==> src/rtl/core/gwap_pkg.sv <==
// Package: shared constants, types and helpers of the grid window A* planner.
package gwap_pkg;

  // Sizing of the window, open list, path buffer and heuristic precision
  localparam int WINDOW_MAX     = 50;
  localparam int OPEN_DEPTH     = 2500;
  localparam int PATH_MAX       = 64;
  localparam int HEUR_FRAC_BITS = 8;

  localparam int CELLS   = WINDOW_MAX * WINDOW_MAX;
  localparam int CELL_AW = $clog2(CELLS);
  localparam int CRD_W   = $clog2(WINDOW_MAX);
  localparam int RAD_W   = 5;
  localparam int SIDE_W  = RAD_W + 1;
  localparam int THR_W   = 8;
  localparam int CFG_W   = 8;
  localparam int CFG_IDX_W = 1;
  localparam int OCC_W   = 8;
  localparam int GOAL_W  = 12;
  localparam int STEP_W  = 6;

  localparam int OPEN_AW = $clog2(OPEN_DEPTH);
  localparam int OCNT_W  = $clog2(OPEN_DEPTH + 1);
  localparam int PATH_AW = $clog2(PATH_MAX);
  localparam int PLEN_W  = $clog2(PATH_MAX + 1);

  localparam int COST_W = 12;
  localparam int DIR_W  = 3;
  localparam logic [COST_W-1:0] COST_MAX = '1;
  localparam logic [DIR_W-1:0]  DIR_NONE = 3'd4;
  localparam int NODE_W = 1 + DIR_W + COST_W;

  // Heuristic square root widths
  localparam int D2_W     = 2 * CRD_W + 1;
  localparam int V_RAW    = D2_W + 2 * HEUR_FRAC_BITS;
  localparam int V_W      = V_RAW + (V_RAW % 2);
  localparam int H_W      = V_W / 2;
  localparam int SQ_STEPS = V_W / 2;
  localparam int SQC_W    = $clog2(SQ_STEPS + 1);

  localparam int F_W     = COST_W + HEUR_FRAC_BITS + 1;
  localparam int OPEN_W  = F_W + 2 * CRD_W;
  localparam int PBUF_W  = 2 * CRD_W;

  localparam int IN_TDATA_W  = 40;
  localparam int OUT_TDATA_W = 16;

  // Configuration register indexes
  localparam logic [CFG_IDX_W-1:0] CFG_RADIUS = 1'd0;
  localparam logic [CFG_IDX_W-1:0] CFG_THRESH = 1'd1;

  localparam logic [RAD_W-1:0] RADIUS_RST = 5'd10;
  localparam logic [THR_W-1:0] THRESH_RST = 8'd165;

  // Datapath operations issued by the controller
  typedef enum logic [4:0] {
    OP_IDLE, OP_CLR, OP_HSTART, OP_HWAIT, OP_POP, OP_SCAN, OP_MOVE_RD,
    OP_MOVE_WR, OP_NODE_CHK, OP_NB, OP_NB_CHK, OP_NB_NEXT, OP_TB_INIT,
    OP_TB_CHK, OP_TB_DIR, OP_TB_END, OP_EMIT_RD, OP_EMIT_WR, OP_FAIL
  } op_e;

  typedef struct packed {
    op_e op;
  } cmd_t;

  typedef struct packed {
    logic plan_go;
    logic clr_last;
    logic h_done;
    logic open_empty;
    logic scan_done;
    logic node_closed;
    logic at_goal;
    logic nb_out;
    logic nb_reject;
    logic m_last;
    logic tb_stop;
    logic tb_dir_end;
    logic out_free;
    logic emit_last;
  } status_t;

  // Neighbor offsets: right, left, down, up
  function automatic logic signed [1:0] move_dx(input logic [1:0] m);
    logic signed [1:0] d;
    unique case (m)
      2'd0: d = 2'sd1;
      2'd1: d = -2'sd1;
      2'd2: d = 2'sd0;
      2'd3: d = 2'sd0;
    endcase
    return d;
  endfunction

  function automatic logic signed [1:0] move_dy(input logic [1:0] m);
    logic signed [1:0] d;
    unique case (m)
      2'd0: d = 2'sd0;
      2'd1: d = 2'sd0;
      2'd2: d = 2'sd1;
      2'd3: d = -2'sd1;
    endcase
    return d;
  endfunction

endpackage

==> src/rtl/core/gwap_ctrl.sv <==
// Controller: sequences the plan through clear, search, traceback and emit.
module gwap_ctrl
  import gwap_pkg::*;
(
  input  logic    clk_i,
  input  logic    rst_ni,
  input  status_t st_i,
  output cmd_t    cmd_o
);

  localparam logic [4:0] S_IDLE    = 5'd0;
  localparam logic [4:0] S_CLR     = 5'd1;
  localparam logic [4:0] S_HSTART  = 5'd2;
  localparam logic [4:0] S_HWAIT_S = 5'd3;
  localparam logic [4:0] S_POP     = 5'd4;
  localparam logic [4:0] S_SCAN    = 5'd5;
  localparam logic [4:0] S_MOVE_RD = 5'd6;
  localparam logic [4:0] S_MOVE_WR = 5'd7;
  localparam logic [4:0] S_NODE    = 5'd8;
  localparam logic [4:0] S_NB      = 5'd9;
  localparam logic [4:0] S_NB_CHK  = 5'd10;
  localparam logic [4:0] S_HWAIT_N = 5'd11;
  localparam logic [4:0] S_NB_NEXT = 5'd12;
  localparam logic [4:0] S_TB      = 5'd13;
  localparam logic [4:0] S_TB_CHK  = 5'd14;
  localparam logic [4:0] S_TB_DIR  = 5'd15;
  localparam logic [4:0] S_TB_END  = 5'd16;
  localparam logic [4:0] S_EMIT_RD = 5'd17;
  localparam logic [4:0] S_EMIT_WR = 5'd18;
  localparam logic [4:0] S_FAIL    = 5'd19;

  logic [4:0] state_q, state_d;
  op_e        op;

  // next state and operation
  always_comb begin
    state_d = state_q;
    op      = OP_IDLE;
    unique case (state_q)
      S_IDLE: begin
        op = OP_IDLE;
        if (st_i.plan_go) state_d = S_CLR;
      end
      S_CLR: begin
        op = OP_CLR;
        if (st_i.clr_last) state_d = S_HSTART;
      end
      S_HSTART: begin
        op      = OP_HSTART;
        state_d = S_HWAIT_S;
      end
      S_HWAIT_S: begin
        op = OP_HWAIT;
        if (st_i.h_done) state_d = S_POP;
      end
      S_POP: begin
        op      = OP_POP;
        state_d = st_i.open_empty ? S_FAIL : S_SCAN;
      end
      S_SCAN: begin
        op = OP_SCAN;
        if (st_i.scan_done) state_d = S_MOVE_RD;
      end
      S_MOVE_RD: begin
        op      = OP_MOVE_RD;
        state_d = S_MOVE_WR;
      end
      S_MOVE_WR: begin
        op      = OP_MOVE_WR;
        state_d = S_NODE;
      end
      S_NODE: begin
        op = OP_NODE_CHK;
        if (st_i.node_closed) state_d = S_POP;
        else if (st_i.at_goal) state_d = S_TB;
        else                   state_d = S_NB;
      end
      S_NB: begin
        op      = OP_NB;
        state_d = st_i.nb_out ? S_NB_NEXT : S_NB_CHK;
      end
      S_NB_CHK: begin
        op      = OP_NB_CHK;
        state_d = st_i.nb_reject ? S_NB_NEXT : S_HWAIT_N;
      end
      S_HWAIT_N: begin
        op = OP_HWAIT;
        if (st_i.h_done) state_d = S_NB_NEXT;
      end
      S_NB_NEXT: begin
        op      = OP_NB_NEXT;
        state_d = st_i.m_last ? S_POP : S_NB;
      end
      S_TB: begin
        op      = OP_TB_INIT;
        state_d = S_TB_CHK;
      end
      S_TB_CHK: begin
        op      = OP_TB_CHK;
        state_d = st_i.tb_stop ? S_TB_END : S_TB_DIR;
      end
      S_TB_DIR: begin
        op      = OP_TB_DIR;
        state_d = st_i.tb_dir_end ? S_TB_END : S_TB_CHK;
      end
      S_TB_END: begin
        op      = OP_TB_END;
        state_d = S_EMIT_RD;
      end
      S_EMIT_RD: begin
        op      = OP_EMIT_RD;
        state_d = S_EMIT_WR;
      end
      S_EMIT_WR: begin
        op = OP_EMIT_WR;
        if (st_i.out_free) state_d = st_i.emit_last ? S_IDLE : S_EMIT_RD;
      end
      S_FAIL: begin
        op = OP_FAIL;
        if (st_i.out_free) state_d = S_IDLE;
      end
      default: begin
        op      = OP_IDLE;
        state_d = S_IDLE;
      end
    endcase
  end

  always_ff @(posedge clk_i or negedge rst_ni) begin
    if (!rst_ni) begin
      state_q <= S_IDLE;
    end else begin
      state_q <= state_d;
    end
  end

  assign cmd_o.op = op;

endmodule

==> config.mk <==
export PLATFORM = sky130hd
export DESIGN_NAME = gwap_ctrl
export DESIGN_NICKNAME = d
export VERILOG_FILES = /design/src/rtl/core/gwap_pkg.sv /design/src/rtl/core/gwap_ctrl.sv
export SDC_FILE = /design/constraint.sdc
export NUM_CORES = 1
export LEC_CHECK = 0
export BUFFER_PORTS_ARGS = -buffer_cell sky130_fd_sc_hd__buf_2
export CORE_MARGIN = 5
export CORE_UTILIZATION = 39
export CTS_BUF_LIST = sky130_fd_sc_hd__clkbuf_4 sky130_fd_sc_hd__clkbuf_8 sky130_fd_sc_hd__clkbuf_16
export CTS_CLUSTER_SIZE = 25
export DETAILED_ROUTE_END_ITERATION = 6
export SYNTH_ARGS = -nofsm -noshare
export SYNTH_HDL_FRONTEND = slang
export SYNTH_SLANG_ARGS = --single-unit
==> constraint.sdc <==
create_clock -name clk_i -period 2.1 [get_ports clk_i]
set_input_delay 0.525 -clock clk_i [delete_from_list [all_inputs] [get_ports clk_i]]
set_output_delay 0.525 -clock clk_i [all_outputs]
set_load 0.1 [all_outputs]
# Word level (Yosys, flattened, before mapping)
# Index checks and enable logic that the tools add are counted.
[totals]
ff_bits = 5
output_inout_bits = 5
word_cells = 48
[op_classes]
n_reduce_logical = 3
eq_ne = 26
muxes = 18
[op_table]
columns = ["op", "count"]
rows = [
  ["$pmux 5 s20", 1],
  ["$pmux 5 s18", 1],
  ["$mux 5", 11],
  ["$eq 5x4->1 const B", 8],
  ["$eq 5x3->1 const B", 4],
  ["$eq 5x5->1 const B", 4],
  ["$ne 2x2->1 const B", 7],
  ["$eq 5x2->1 const B", 2],
  ["$mux 3", 3],
  ["$mux 4", 2],
  ["$reduce_and 7->1", 1],
  ["$eq 5x1->1 const B", 1],
  ["$logic_not 5->1", 1],
  ["$reduce_or 2->1", 1],
]

# Logic depth before layout (Yosys ltp)
# Gate-level depths: netlist of run 1.
[logic_depth]
word_depth = 3
mapped_depth = 6
depth_no_buf = 4

# Least setup slack after synthesis of run 1
# OpenSTA, ideal clock, no wires.
[synth_path]
kind = "reg-to-output"
start = "reg state_q[3]"
end = "out cmd_o[0] in the netlist's numbering"
t_arrival_ps = 2578
slack_ps = -1003
required_ps = 1575
stages_incl_launch_ff = 6
cell_sequence = "dfrtp_1 > clkbuf_1 > clkbuf_1 > nand2_1 > xnor2_1 > o22ai_1"
[synth_lines]
columns = ["element", "line", "rtl"]
rows = [
  ["start: declaration", "gwap_ctrl.sv:32", "logic [4:0] state_q, state_d;"],
  ["start signal: assignment", "gwap_ctrl.sv:133", "state_q <= state_d;"],
  ["end: declaration", "gwap_ctrl.sv:8", "output cmd_t cmd_o"],
]

==> impl_metrics.ini, run 1 <==
[outcome]
status = finished clean

[clock_tree]
h-tree-depth = 1
insertion_delay_ps = 240
clockBufferDepth = 2
clkSlewWorstSetupHoldPaths_ps = 40
root_buffer = clkbuf_4
cts.sinks = 5
holdBufCountCts = 0
cts_tree = done
numCtsBuffers = 3

[setup_path]
crit_start = state_q[3]
worstPathRequired_ps = 1570
cp-end-kind = output port
cp_slowest_stage_delay_ps = 430
r2r_start = state_q[4]
start_kind = register
cp_cell_sequence = or3b_4 > buf_6 > o22ai_4 > buf_12
slowest_stage = or3b_4
worstRegToRegCells = 5
crit_type = reg -> out
crit_arrival_ps = 1560
worstSetupEndpoint = cmd_o[0]
r2r_slack_ps = 360
worst-path-max-fanout = 4
reg2reg_to = state_q[4]

[timing]
finalHoldViolCount = 0
rsz0062_at_grt = yes
fmax_mhz = 479
worst_slew_pin_slew_ps = 350
final_max_slew_viol_count = 0
timing.final.crit_share = 0.995
finClkSkew_ps = 1.55
setup_viol = 0
min_period_ps = 2090
slew_headroom = 0.764

[pwr]
power_leakage_nw = 0.412
vdd_drop_max_mv = 1.37
p_per_area_mw_per_mm2 = 1920
total_power_mw = 1.94

[detailed_routing]
ant_nets = 0
first_pass_iters = 4
viasPerCell = 5.99
drtIter0Drc = 16
dr_total_vias = 779
drt-total-wl_um = 2130
drc_errors = 0
wl_per_cell_um = 16.4

[final_layout]
reg_top3 = state_q (5)
fin_nets = 130
num-fill-cells = 166
diodes = 0
fin_area_mm2 = 0.00101
multi_input_area_um2 = 561
seq_area_um2 = 126
areaGrowthSynthToFinish_pct = 50.7
largest_register_ffs = 5
drive_above_1_share = 0.434
stdcell_count = 130
top_register = state_q

[logic_synthesis]
avgSynthCellArea_um2 = 7.71
synth-seq-cells = 5
synth_edf_count = 0
synth_seq_area_share = 0.187
ys_async_sr_fraction = 1.00
synth_cells = 87
synthTopCellsByCount = clkbuf_1, o21ai_1, dfrtp_1, nand2b_1
synth_flop_cell = dfrtp_1
synthDistinctLibCells = 47
ys_warn_count = 0
netlist_top_cells_area = dfrtp_1, nand2b_1, o21ai_1, clkbuf_1, o32a_4
synth_largest_area_cell = dfrtp_1
synth_top_area_share = 0.187
synth.cell_area_um2 = 671
synth.net_count = 103

[grt]
grt_pass1_wl_um = 3540
overflow = 0
grtUsageTotal = 0.186
grt_max_degree = 20
antenna_found_initial = 0
grt_pass1_vias = 783

[placed_design]
gp_congestion = 0.874
dp_hpwl_um = 1730
port_buffers = 20
dpl_cell_area_um2 = 961
placed_cells = 125

[die]
rows = 15
die_w_um = 51.5
fp.dieH_um = 51.5
start_util = 0.397
die_area_mm2 = 0.00265
io_pins = 21
coreArea_mm2 = 0.00169

[min_path]
holdCritPathClass = in -> async

[run]
drv_cap = 0
-- logic make-up after synthesis --
kind of cell | Yosys count | synth area share
buffers and inverters | 12 | 0.0821
xor gates and xnor gates | 1 | 0.0131
and+or+nand+nor | 30 | 0.272
DFF | 5 | 0.187
AOI/OAI and AO/OA | 36 | 0.399
muxes | 3 | 0.0466
-- power breakdown --
| part | internal, mW | total, mW | leakage, nW | switching, mW |
|---|---|---|---|---|
| Sequential | 0.140 | 0.216 | 0.0636 | 0.0760 |
| Clock | 0.0847 | 0.123 | 0.0184 | 0.0388 |
| Combinational | 0.651 | 1.60 | 0.330 | 0.950 |
-- through the flow --
stage	util	TNS (ps)	setup slack, ps	hold WS [ps]
CTS	0.596	-0.322	-0.322	76.4
global route	0.599	-131	-55.3	69.2
global placement	0.569	0	200	345
detailed placement	0.569	0	166	345
finish	0.599	0	10.5	86.3
floorplan	-	-21.5	-21.5	229
-- critical path: cells and delay by family, from the launching register on --
kind            cells  cell delay (ps)
simple gates        1              430
flops               1              380
buf+inv             2              340
compound gates      1              160
-- worst min path at each step --
stage / from / to / slack, ps
after floorplan: rst_ni / state_q[0] / 230
after global placement: rst_ni / state_q[1] / 350
after CTS: rst_ni / state_q[1] / 80
after global routing: rst_ni / state_q[3] / 70
final: rst_ni / state_q[1] / 90
after detailed placement: rst_ni / state_q[1] / 350
-- cell type report --
type                    count  share of cell area
repair buffers             31               0.259
inverters                   3              0.0111
flip-flops and latches      5               0.125
clock buffers               4              0.0297
multi-input cells          70               0.554
well taps                  17              0.0210
-- layer usage --
layer / track usage / share of wire
met1: 0.217 / 0.45
met2: 0.307 / 0.49
met4: 0.127 / 0.021
met5: 0 / 0
met3: 0.0292 / 0.039
-- repair_timing --
item                                    CTS  global route
resized for setup                         4             2
endpoints found under the setup margin    5             4
pin swaps                                 0             1
buffers inserted                          1             0
gates cloned                              0             0
-- cells in the final DEF (no fill, tap or decap), drive strengths merged, types with 3 or more instances in the layout --
cell type	Yosys	routed
clkbuf	6	4
buf	3	31
nand2	4	4
a21oi	4	4
nand4	3	3
o21ai	9	9
inv	3	3
nand2b	5	5
dfrtp	5	5
nor2	4	4
Power figures use the tool's default switching activity.
==> inputs of run 2 (changes only) <==
- BUFFER_PORTS_ARGS: -buffer_cell sky130_fd_sc_hd__buf_2 -> not set
- CORE_AREA: not set -> 5 5 42 44
- CORE_MARGIN: 5 -> not set
- CORE_UTILIZATION: 39 -> not set
- CTS_BUF_LIST: sky130_fd_sc_hd__clkbuf_4 sky130_fd_sc_hd__clkbuf_8 sky130_fd_sc_hd__clkbuf_16 -> sky130_fd_sc_hd__clkbuf_8
- DIE_AREA: not set -> 0 0 47 49
- DONT_BUFFER_PORTS: not set -> 1
- PLACE_DENSITY: not set -> 0.65
==> run 2 against run 1 <==
Effect of this change: critical endpoint is now cmd_o[2]; via count rose by 0.90%; critical path depth did not move; highest routed layer unchanged; the run now ends with setup timing left; first-iteration DRC count rose by 88%.
==> impl_metrics.ini, run 2 (same netlist as run 1, synthesis figures left out) <==
[final_layout]
layout_common_cells = buf_4, o21ai_1, buf_12
largest_register_ffs = 5
diodes = 0
final_core_util = 0.683
seq_area_um2 = 125
num-fill-cells = 110
fin_nets = 115
areaGrowthSynthToFinish_pct = 42.7
multi_input_area_um2 = 558
final_common_cell = buf_4
drive_above_1_share = 0.306
top_register = state_q
reg_top3 = state_q (5)

[detailed_routing]
drt-total-wl_um = 2200
drc_errors = 0
dr_total_vias = 786
drtIter0Drc = 30
viasPerCell = 6.89
ant_nets = 0
first_pass_iters = 4
wl_per_cell_um = 19.3

[clock_tree]
cts_tree = done
cts.sinks = 5
root_buffer = clkbuf_8
clkSlewWorstSetupHoldPaths_ps = 40
h-tree-depth = 1
numCtsBuffers = 3
clockBufferDepth = 2
insertion_delay_ps = 240

[setup_path]
worstPathRequired_ps = 1570
crit_arrival_ps = 1580
start_kind = register
crit_type = reg -> out
worst-path-max-fanout = 3
slowest_stage = or3b_4
cp_slowest_stage_delay_ps = 420
cp_cell_sequence = or3b_4 > buf_4 > o21bai_4 > buf_12
cp-end-kind = output port

[die]
coreArea_mm2 = 0.00140
io_pins = 21
die_w_um = 47
fp.dieH_um = 49
die_area_mm2 = 0.00230
rows = 14
start_util = 0.479

[grt]
grt_max_degree = 18
overflow = 0
grtUsageTotal = 0.221
grt_pass1_wl_um = 3730
grt_pass1_vias = 771
antenna_found_initial = 0

[timing]
setup_slack_ps = -4.68
setup_viol = 2
finClkSkew_ps = 9.39
rsz0062_at_grt = yes
fmax_mhz = 475
slew_headroom = 0.739
finalHoldViolCount = 0
min_period_ps = 2100
holdWs_ps = 397
worst_slew_pin_slew_ps = 392
final_max_slew_viol_count = 0
timing.final.crit_share = 1.00

[pwr]
p_per_area_mw_per_mm2 = 2070
vdd_drop_max_mv = 1.94
power_leakage_nw = 0.362

[placed_design]
port_buffers = 0
gp_congestion = 0.933
place_worst_setup_slack_ps = 217
dp_hpwl_um = 1660

[outcome]
status = complete, but fails checks
violations = setup timing

[min_path]
holdCritPathClass = in -> reg

[run]
drv_cap = 0
## run 2: changes by cell type in the layout (fill, tap and decap cells not counted), sizes merged
cell,delta
buf,-16
clkbuf,-1
dlygate4sd3,+1
inv,+1
## run 2: timing repair
item	in CTS	in global routing
hold buffers	1	0
gates resized for setup	1	2
buffers inserted	1	0
setup endpoints to repair	3	4
endpoints found under the hold margin	5	0
## run 2: path summary, 6_finish.rpt
kind | cells past startpoint | end | start | slack (ps)
setup / recovery | 4 | cmd_o[2] | state_q[3] | -5
hold / removal | 1 | state_q[4] | st_i[1] | 400
setup reg to reg | 5 | state_q[4] | state_q[4] | 290
hold reg to reg | 2 | state_q[3] | state_q[4] | 700
max in group asynchronous | 1 | state_q[2] | rst_ni | 1290
min in group asynchronous | 1 | state_q[4] | rst_ni | 590
## run 2: metrics by stage
stage / area, µm² / power, mW / instances / setup TNS (ps)
CTS: 955 / 1.96 / 114 / 0
finish: 957 / 1.98 / 114 / -8.36
floorplan: 734 / 1.29 / 87 / -21.5
global placement: 890 / 1.75 / 108 / 0
global route: 957 / 2.08 / 114 / -94.1
detailed placement: 890 / 1.75 / 108 / 0
## run 2: worst max-delay path: cells and delay by family (launching register included)
| family | cells | cell delay, ps |
|---|---|---|
| DFF | 1 | 410 |
| buffers and inverters | 2 | 350 |
| AOI/OAI and AO/OA | 1 | 150 |
| and+or+nand+nor | 1 | 420 |
## run 2: routing by layer
metal  GRT usage  wire, µm  part of all wire
met5           0         0                 0
met3      0.0590       217             0.099
met4       0.129        99             0.045
met2       0.305      1020              0.46
met1       0.298       862              0.39
## run 2: final cells by class
cell class / instances / share of cell area
clock buffers: 3 / 0.0431
clock inverters: 1 / 0.00392
inverters: 3 / 0.0118
multi-input cells: 70 / 0.583
flip-flops and latches: 5 / 0.131
well taps: 16 / 0.0209
repair buffers: 16 / 0.207
## run 2: power by group
group / total [mW] / switching, mW / internal, mW
clock network: 0.189 / 0.0628 / 0.127
registers: 0.212 / 0.0741 / 0.138
logic: 1.58 / 0.948 / 0.633
